===== src/hw/rtl/echpi_pkg.sv =====
// Shared types, port codes and reset contents for the EC host port interface.
`default_nettype none

package echpi_pkg;

	localparam logic [15:0] PORT_CMD    = 16'h0066;
	localparam logic [15:0] PORT_DATA   = 16'h0062;
	localparam logic [7:0]  CMD_READ    = 8'h80;
	localparam logic [7:0]  CMD_WRITE   = 8'h81;
	localparam logic [7:0]  STATUS_OBF  = 8'h01;
	localparam logic [7:0]  STATUS_NONE = 8'h00;
	localparam logic [7:0]  REG_DEFAULT = 8'h80;

	localparam logic        REQ_READ    = 1'b0;
	localparam logic        REQ_WRITE   = 1'b1;

	localparam int unsigned RF_DEPTH    = 256;
	localparam int unsigned RF_AW       = $clog2(RF_DEPTH);

	localparam int unsigned APB_AW      = 2;
	localparam logic [APB_AW-1:0] REG_PORT_EN_ADDR = '0;

	// Control from the sequencer to the register file for one transaction.
	typedef struct packed {
		logic             issue;
		logic             access_ok;
		logic             rd_from_mem;
		logic [7:0]       rd_val;
		logic             wr_en;
		logic [RF_AW-1:0] addr;
		logic [7:0]       wr_data;
	} rf_ctl_t;

	function automatic logic [7:0] reg_reset_val(input logic [RF_AW-1:0] a);
		logic [7:0] v;
		case (a)
			8'h78:   v = 8'd55;
			8'h7A:   v = 8'd48;
			8'h7B:   v = 8'd60;
			8'h7C:   v = 8'd42;
			8'h7E:   v = 8'd40;
			8'hC0:   v = 8'd50;
			8'hC1:   v = 8'd45;
			8'hC2:   v = 8'd38;
			8'h84:   v = 8'hA0;
			8'h85:   v = 8'h09;
			8'h31:   v = 8'h00;
			default: v = REG_DEFAULT;
		endcase
		return v;
	endfunction

endpackage

`default_nettype wire


===== src/hw/rtl/echpi_apb_regs.sv =====
// APB configuration register holding the port enable bit.
`default_nettype none

module echpi_apb_regs
	import echpi_pkg::*;
(
	input  wire logic              clk,
	input  wire logic              arst_n,
	input  wire logic              psel,
	input  wire logic              penable,
	input  wire logic              pwrite,
	input  wire logic [APB_AW-1:0] paddr,
	input  wire logic [31:0]       pwdata,
	output logic      [31:0]       prdata,
	output logic                   pready,
	output logic                   port_enabled
);

	logic port_enabled_q;
	logic wr_en;

	assign pready = 1'b1;
	assign wr_en  = psel && penable && pwrite && (paddr == REG_PORT_EN_ADDR);

	always_ff @(posedge clk or negedge arst_n) begin
		if (!arst_n) begin
			port_enabled_q <= 1'b0;
		end else if (wr_en) begin
			port_enabled_q <= pwdata[0];
		end
	end

	always_comb begin
		prdata = '0;
		if (paddr == REG_PORT_EN_ADDR) begin
			prdata[0] = port_enabled_q;
		end
	end

	assign port_enabled = port_enabled_q;

endmodule

`default_nettype wire


===== src/hw/rtl/echpi_seq.sv =====
// Input register and command/data sequence state machine.
`default_nettype none

module echpi_seq
	import echpi_pkg::*;
(
	input  wire logic        clk,
	input  wire logic        arst_n,
	input  wire logic        accept,
	input  wire logic        req_type,
	input  wire logic [15:0] port_addr,
	input  wire logic [7:0]  wr_byte,
	input  wire logic        port_enabled,
	output rf_ctl_t          ctl
);

	typedef enum logic [2:0] {
		ST_IDLE,
		ST_READ_OFFSET,
		ST_READ_DATA,
		ST_WRITE_OFFSET,
		ST_WRITE_DATA
	} seq_state_t;

	seq_state_t       state_q;
	seq_state_t       state_d;
	logic [RF_AW-1:0] offset_q;
	logic [RF_AW-1:0] offset_d;

	logic             valid_s1;
	logic             req_type_s1;
	logic [15:0]      port_addr_s1;
	logic [7:0]       wr_byte_s1;

	logic             exec;
	logic             is_cmd;
	logic             is_data;

	always_ff @(posedge clk or negedge arst_n) begin
		if (!arst_n) begin
			valid_s1 <= 1'b0;
		end else begin
			valid_s1 <= accept;
		end
	end

	always_ff @(posedge clk) begin
		if (accept) begin
			req_type_s1  <= req_type;
			port_addr_s1 <= port_addr;
			wr_byte_s1   <= wr_byte;
		end
	end

	assign exec    = valid_s1 && port_enabled;
	assign is_cmd  = (port_addr_s1 == PORT_CMD);
	assign is_data = (port_addr_s1 == PORT_DATA);

	always_comb begin
		state_d         = state_q;
		offset_d        = offset_q;
		ctl.issue       = valid_s1;
		ctl.access_ok   = port_enabled;
		ctl.rd_from_mem = 1'b0;
		ctl.rd_val      = '0;
		ctl.wr_en       = 1'b0;
		ctl.addr        = offset_q;
		ctl.wr_data     = wr_byte_s1;
		if (exec) begin
			if (req_type_s1 == REQ_READ) begin
				if (is_cmd) begin
					ctl.rd_val = (state_q == ST_READ_DATA) ? STATUS_OBF : STATUS_NONE;
				end else if (is_data && (state_q == ST_READ_DATA)) begin
					ctl.rd_from_mem = 1'b1;
					state_d         = ST_IDLE;
				end
			end else if (is_cmd) begin
				if (wr_byte_s1 == CMD_READ) begin
					state_d = ST_READ_OFFSET;
				end else if (wr_byte_s1 == CMD_WRITE) begin
					state_d = ST_WRITE_OFFSET;
				end
			end else if (is_data) begin
				case (state_q)
					ST_READ_OFFSET: begin
						offset_d = wr_byte_s1;
						state_d  = ST_READ_DATA;
					end
					ST_WRITE_OFFSET: begin
						offset_d = wr_byte_s1;
						state_d  = ST_WRITE_DATA;
					end
					ST_WRITE_DATA: begin
						ctl.wr_en = 1'b1;
						state_d   = ST_IDLE;
					end
					default: begin
					end
				endcase
			end
		end
	end

	always_ff @(posedge clk or negedge arst_n) begin
		if (!arst_n) begin
			state_q  <= ST_IDLE;
			offset_q <= '0;
		end else begin
			state_q  <= state_d;
			offset_q <= offset_d;
		end
	end

	a_read_needs_data_state: assert property (@(posedge clk) disable iff (!arst_n)
		ctl.rd_from_mem |-> (state_q == ST_READ_DATA) && exec)
		else $error("Register file read outside the read data phase.");

	a_write_needs_data_state: assert property (@(posedge clk) disable iff (!arst_n)
		ctl.wr_en |-> (state_q == ST_WRITE_DATA) && exec)
		else $error("Register file write outside the write data phase.");

	a_read_returns_idle: assert property (@(posedge clk) disable iff (!arst_n)
		ctl.rd_from_mem |=> (state_q == ST_IDLE))
		else $error("Sequence did not return to idle after a data read.");

	a_disabled_no_change: assert property (@(posedge clk) disable iff (!arst_n)
		!port_enabled |=> $stable(state_q) && $stable(offset_q))
		else $error("Sequence state changed while the port was disabled.");

endmodule

`default_nettype wire


===== src/hw/rtl/echpi_regfile.sv =====
// Register file with reset-value tracking and the registered result stage.
`default_nettype none

module echpi_regfile
	import echpi_pkg::*;
(
	input  wire logic    clk,
	input  wire logic    arst_n,
	input  wire rf_ctl_t ctl,
	output logic         done,
	output logic [7:0]   rd_byte,
	output logic         access_ok
);

	logic [7:0]          mem_q [RF_DEPTH];
	logic [RF_DEPTH-1:0] written_q;

	logic                done_s2;
	logic [7:0]          rd_byte_s2;
	logic                access_ok_s2;

	always_ff @(posedge clk) begin
		if (ctl.wr_en) begin
			mem_q[ctl.addr] <= ctl.wr_data;
		end
	end

	always_ff @(posedge clk or negedge arst_n) begin
		if (!arst_n) begin
			written_q <= '0;
		end else if (ctl.wr_en) begin
			written_q[ctl.addr] <= 1'b1;
		end
	end

	always_ff @(posedge clk or negedge arst_n) begin
		if (!arst_n) begin
			done_s2 <= 1'b0;
		end else begin
			done_s2 <= ctl.issue;
		end
	end

	always_ff @(posedge clk) begin
		if (ctl.issue) begin
			access_ok_s2 <= ctl.access_ok;
			if (ctl.rd_from_mem) begin
				rd_byte_s2 <= written_q[ctl.addr] ? mem_q[ctl.addr] : reg_reset_val(ctl.addr);
			end else begin
				rd_byte_s2 <= ctl.rd_val;
			end
		end
	end

	assign done      = done_s2;
	assign rd_byte   = rd_byte_s2;
	assign access_ok = access_ok_s2;

endmodule

`default_nettype wire


===== src/hw/rtl/ec_host_port_interface.sv =====
// Top level of the EC host port interface: command/status and data port model.
//
// Each transaction is one host port access: req_type (0 read, 1 write),
// port_addr (0x66 command/status, 0x62 data) and wr_byte. A transaction
// is accepted at a rising edge with start high and busy low; busy is never
// raised, so one transaction can be accepted in every cycle.
// The transaction is captured in an input register, decoded against the
// sequence state in the following cycle, and its result (rd_byte,
// access_ok) is registered at the next edge and shown with done high for
// exactly one cycle; it is taken at the rising edge that ends that cycle.
// Results leave in acceptance order; the receiver cannot
// stall them and must take each one in the cycle it is shown.
// The APB port holds port_enabled at address 0; while it is low every
// transaction returns rd_byte 0 and access_ok 0 and changes nothing.
// Reset clears the enable, returns the sequence to idle with offset zero,
// and restores the 256-byte register file to its default contents at once,
// so the first transaction may be accepted in the first cycle after reset.
`default_nettype none

module ec_host_port_interface
	import echpi_pkg::*;
(
	input  wire logic              clk,
	input  wire logic              arst_n,
	input  wire logic              start,
	output logic                   busy,
	input  wire logic              req_type,
	input  wire logic [15:0]       port_addr,
	input  wire logic [7:0]        wr_byte,
	output logic                   done,
	output logic [7:0]             rd_byte,
	output logic                   access_ok,
	input  wire logic              psel,
	input  wire logic              penable,
	input  wire logic              pwrite,
	input  wire logic [APB_AW-1:0] paddr,
	input  wire logic [31:0]       pwdata,
	output logic      [31:0]       prdata,
	output logic                   pready
);

	logic    port_enabled;
	logic    accept;
	rf_ctl_t ctl;

	assign busy   = 1'b0;
	assign accept = start && !busy;

	echpi_apb_regs u_regs (
		.clk          (clk),
		.arst_n       (arst_n),
		.psel         (psel),
		.penable      (penable),
		.pwrite       (pwrite),
		.paddr        (paddr),
		.pwdata       (pwdata),
		.prdata       (prdata),
		.pready       (pready),
		.port_enabled (port_enabled)
	);

	echpi_seq u_seq (
		.clk          (clk),
		.arst_n       (arst_n),
		.accept       (accept),
		.req_type     (req_type),
		.port_addr    (port_addr),
		.wr_byte      (wr_byte),
		.port_enabled (port_enabled),
		.ctl          (ctl)
	);

	echpi_regfile u_rf (
		.clk       (clk),
		.arst_n    (arst_n),
		.ctl       (ctl),
		.done      (done),
		.rd_byte   (rd_byte),
		.access_ok (access_ok)
	);

	a_done_follows_accept: assert property (@(posedge clk) disable iff (!arst_n)
		done |-> $past(accept, 2))
		else $error("Result strobe without a matching accepted transaction.");

	a_accept_gives_done: assert property (@(posedge clk) disable iff (!arst_n)
		accept |=> ##1 done)
		else $error("Accepted transaction produced no result.");

	a_disabled_result: assert property (@(posedge clk) disable iff (!arst_n)
		done && !access_ok |-> (rd_byte == '0))
		else $error("Failed access returned non-zero data.");

endmodule

`default_nettype wire

===== config.mk =====
export PLATFORM = sky130hd
export DESIGN_NAME = ec_host_port_interface
export DESIGN_NICKNAME = d
export VERILOG_FILES = /design/src/hw/rtl/echpi_pkg.sv /design/src/hw/rtl/echpi_apb_regs.sv /design/src/hw/rtl/echpi_seq.sv /design/src/hw/rtl/echpi_regfile.sv /design/src/hw/rtl/ec_host_port_interface.sv
export SDC_FILE = /design/constraint.sdc
export NUM_CORES = 2
export LEC_CHECK = 0
export BUFFER_PORTS_ARGS = -buffer_cell sky130_fd_sc_hd__buf_2
export CAP_MARGIN = 0
export CORE_MARGIN = 4
export CORE_UTILIZATION = 50
export DETAILED_ROUTE_END_ITERATION = 10
export HOLD_SLACK_MARGIN = 0.15
export MAX_ROUTING_LAYER = met4
export PLACE_DENSITY_LB_ADDON = 0.05
export SLEW_MARGIN = 20
export SYNTH_ARGS = -nofsm -noshare
export SYNTH_HDL_FRONTEND = slang
export SYNTH_SLANG_ARGS = --single-unit

===== constraint.sdc =====
create_clock -name clk -period 5.9 [get_ports clk]
set_input_delay 0.885 -clock clk [delete_from_list [all_inputs] [get_ports clk]]
set_output_delay 0.885 -clock clk [all_outputs]
set_load 0.05 [all_outputs]

==> flow_metrics.py <==
metrics = {
    "critical_path": {
        "cp_max_fo": 39,
        "crit_type": "reg -> reg",
        "cp-start-kind": "register",
        "crit_chain": "buf_12 -> mux4_2 -> a22oi_1 -> a21oi_1 -> nor4_1 -> nor3_1 -> nor3_2 -> buf_4 -> mux2i_1 -> nor2_1",
        "crit-reg2reg-capture": "u_rf.rd_byte[1]",
        "cp_data_arrival_time_ns": 5.22,
        "crit_start": "u_seq.offset_q[0]",
        "required_ns": 6.49,
        "slowest_delay_ns": 1.11,
        "cp-end-kind": "register",
        "rr_worst_depth": 10,
        "r2r_slack_ns": 1.27,
        "rr_startpoint": "u_seq.offset_q[0]",
        "slowest_stage": "dfrtp_4",
    },
    "clocking": {
        "clkTransAtPathRegs_ns": 0.06,
        "clockBufferDepth": 3,
        "post_cts_buffers": 0,
        "root_buffer": "clkbuf_16",
        "cts_resized": 0,
        "numCtsBuffers": 235,
        "cts_tree": "done",
        "clock_latency_ns": 0.86,
        "htree_levels": 4,
        "cts_sinks": 2352,
    },
    "synth": {
        "synth_compound_area_frac": 0.0259,
        "synth.distinct_cells": 61,
        "synth_ff_type": "edfxtp_1",
        "synth_sequential_area_ratio": 0.758,
        "yosys.area_share.xor_xnor": 0.0000959,
        "synthTopCellsByArea": "edfxtp_1, mux4_2, dfrtp_1",
        "avgSynthCellArea_um2": 20.5,
        "yosys.area_share.simple": 0.0431,
        "synth-seq-cells": 2352,
        "synth_top_area_share": 0.684,
        "syn-instance-count": 4448,
        "netlist_area_um2": 91400,
        "synth.area.mux_share": 0.156,
        "synth_fa_ha_area_frac": 0,
        "synthArstFlopShare": 0.115,
        "synth_top_area_cell": "edfxtp_1",
        "synth_warnings": 0,
        "synth_edf_count": 2082,
        "synth_top_family_by_area": "multiplexers",
    },
    "hold_path": {
        "hp-start": "port_addr[13]",
        "hold_path_class": "in -> reg",
        "min_path_cells": 1,
        "whs_endpoint": "u_seq.port_addr_s1[13]",
    },
    "die": {
        "core_um2": 181000,
        "dieHeight_um": 435,
        "pin_count": 109,
        "initial_core_util": 0.504,
        "die_w_um": 435,
        "num_rows": 156,
        "die_area_um2": 190000,
    },
    "detailed_routing": {
        "vias": 46100,
        "drc": 0,
        "wl_per_cell_um": 34.2,
        "viasPerCell": 6.25,
        "ant_nets": 0,
        "routed_wl_um": 252000,
        "drt-met1-wl_um": 108000,
        "drt-pass1-iter-count": 5,
        "dr.max_layer_used": "met4",
        "wl_met2_um": 118000,
        "drtIter0Drc": 5437,
        "dr_wl_met3_um": 17900,
    },
    "global_routing": {
        "gr-usage-all-layers": 0.274,
        "grt_pass1_wl_um": 359000,
        "first_global_vias": 46400,
        "grt_max_degree": 194,
        "grt-ovfl-total": 0,
        "antenna_found_initial": 2,
    },
    "job": {
        "drv_cap": 0,
    },
    "layout": {
        "drive_gt1_frac": 0.315,
        "fin_cells": 7368,
        "mostFrequentLayoutCell": "edfxtp_1",
        "syn2layout_area_growth_pct": 13.4,
        "fin_nets": 4850,
        "layout_common_cells": "edfxtp_1, mux4_2, nor2_1, dfrtp_1, or2_2",
        "n_fill_cell": 13600,
    },
    "timing": {
        "relSlewSlack": 0.194,
        "tightest_slew_ns": 1.21,
        "setup_viol": 0,
        "holdWs_ns": 0.227,
        "max_freq_mhz": 216,
        "post-route-period-util": 0.786,
        "setup_tns_ns": 0,
        "maxSlewViolCount": 0,
        "hold_viol": 0,
        "period_needed_ns": 4.63,
        "finalClockSkew_ns": 0.0375,
        "rsz0062_at_grt": "no",
    },
    "pwr": {
        "ir_worst_vdd_uv": 269,
        "p_leak_nw": 34.3,
        "powerDensity_nw_per_um2": 324,
    },
    "placed_design": {
        "dp.cells": 6897,
        "place.gp.congestion": 0.934,
        "port_buffers": 44,
        "dp_hpwl_um": 155000,
    },
    "run_status": {
        "outcome": "finished, final reports clean",
    },
}
-- state kept, by name (all words and copies together) (netlist names) --
| signal | cells |
|---|---|
| u_seq.port_addr_s1 | 16 |
| u_seq.offset_q | 8 |
| u_rf.written_q | 256 |
| u_rf.rd_byte | 8 |
| u_seq.state_q | 3 |
| u_seq.valid_s1 | 1 |
| u_seq.wr_byte_s1 | 8 |
| u_seq.req_type_s1 | 1 |
| u_rf.done | 1 |
| u_regs.port_enabled | 1 |
| u_rf.access_ok | 1 |
| u_rf.mem_q | 2048 |
-- report_power, final --
group	internal, mW	leakage (nW)	total (mW)	switching [mW]
combinational	0.0514	8.08	0.539	0.488
clock	8.47	3.76	14.7	6.22
sequential	18.3	22.5	18.3	0.0213
total	26.8	34.3	33.5	6.73
-- repair_timing --
item,in CTS,in global routing
hold buffers,19,0
setup endpoints to repair,0,0
hold endpoints to repair,58,0
-- worst max path at each step --
stage                       end  slack (ns)  depth (start not counted)
2_1_floorplan  u_seq.state_q[1]        0.96                          5
3_3_place_gp    u_rf.rd_byte[4]        1.30                         10
3_5_place_dp    u_rf.rd_byte[1]        1.30                         10
4_1_cts         u_rf.rd_byte[1]        1.30                         10
5_1_grt         u_rf.rd_byte[1]        1.17                         12
6_report        u_rf.rd_byte[1]        1.27                         10
-- per-layer routing --
layer | vias to the layer above | global-route usage
li1 | 18800 | -
met1 | 25000 | 0.397
met2 | 1882 | 0.408
met3 | 410 | 0.0457
met4 | 0 | 0.0808
met5 | - | -
-- cell families after synthesis --
group | count (synthesis)
buf+inv | 284
simple gates | 802
other cells | 2
compound gates | 333
flops | 2352
xor+xnor | 1
mux | 674
-- critical path, delay by kind of cell, from the launching register on --
kind / cells / cell delay, ns
simple gates: 4 / 1.28
flops: 1 / 1.11
mux: 2 / 0.82
buf+inv: 2 / 0.54
compound gates: 2 / 0.54
-- Yosys cell counts (7+ instances only) --
library cell and number:
nand2_1 103, a211oi_1 11, mux2_2 13, edfxtp_1 2082, dfrtp_1 270, nand3_1 38
nor2b_1 13, o22ai_1 11, nor3_1 23, o2111ai_1 11, nand4_1 15, a22o_1 16
buf_1 20, o21ai_0 20, a21oi_1 63, o211ai_1 7, clkbuf_1 90, inv_1 8
or2_2 258, nor4_1 11, a31oi_1 11, mux2i_1 66, buf_2 84, buf_6 22
a221oi_1 11, nor2_1 310, a32oi_1 8, a22oi_1 130, buf_4 59, mux4_2 595
-- through the flow --
step	total power, mW	worst slack, ns	utilization	area (µm²)
floorplan	18.9	0.960	-	91500
global placement	19.1	1.30	0.528	95700
detailed placement	19.2	1.30	0.528	95700
CTS	33.8	1.30	0.572	104000
global route	34.6	1.17	0.572	104000
finish	33.5	1.27	0.572	104000
-- cell type report --
class                      count  area (µm²)  area share
antenna                        3        7.51   0.0000725
tap                         2370        2970      0.0286
sequential                  2352       69300       0.669
inverter                       9        38.8    0.000374
clock buffer                 340        6750      0.0652
clock inverter               107         878     0.00848
multi-input combinational   1843       20700       0.200
timing repair buffer         344        2930      0.0283
No activity file was read; power rests on OpenSTA's default activity.
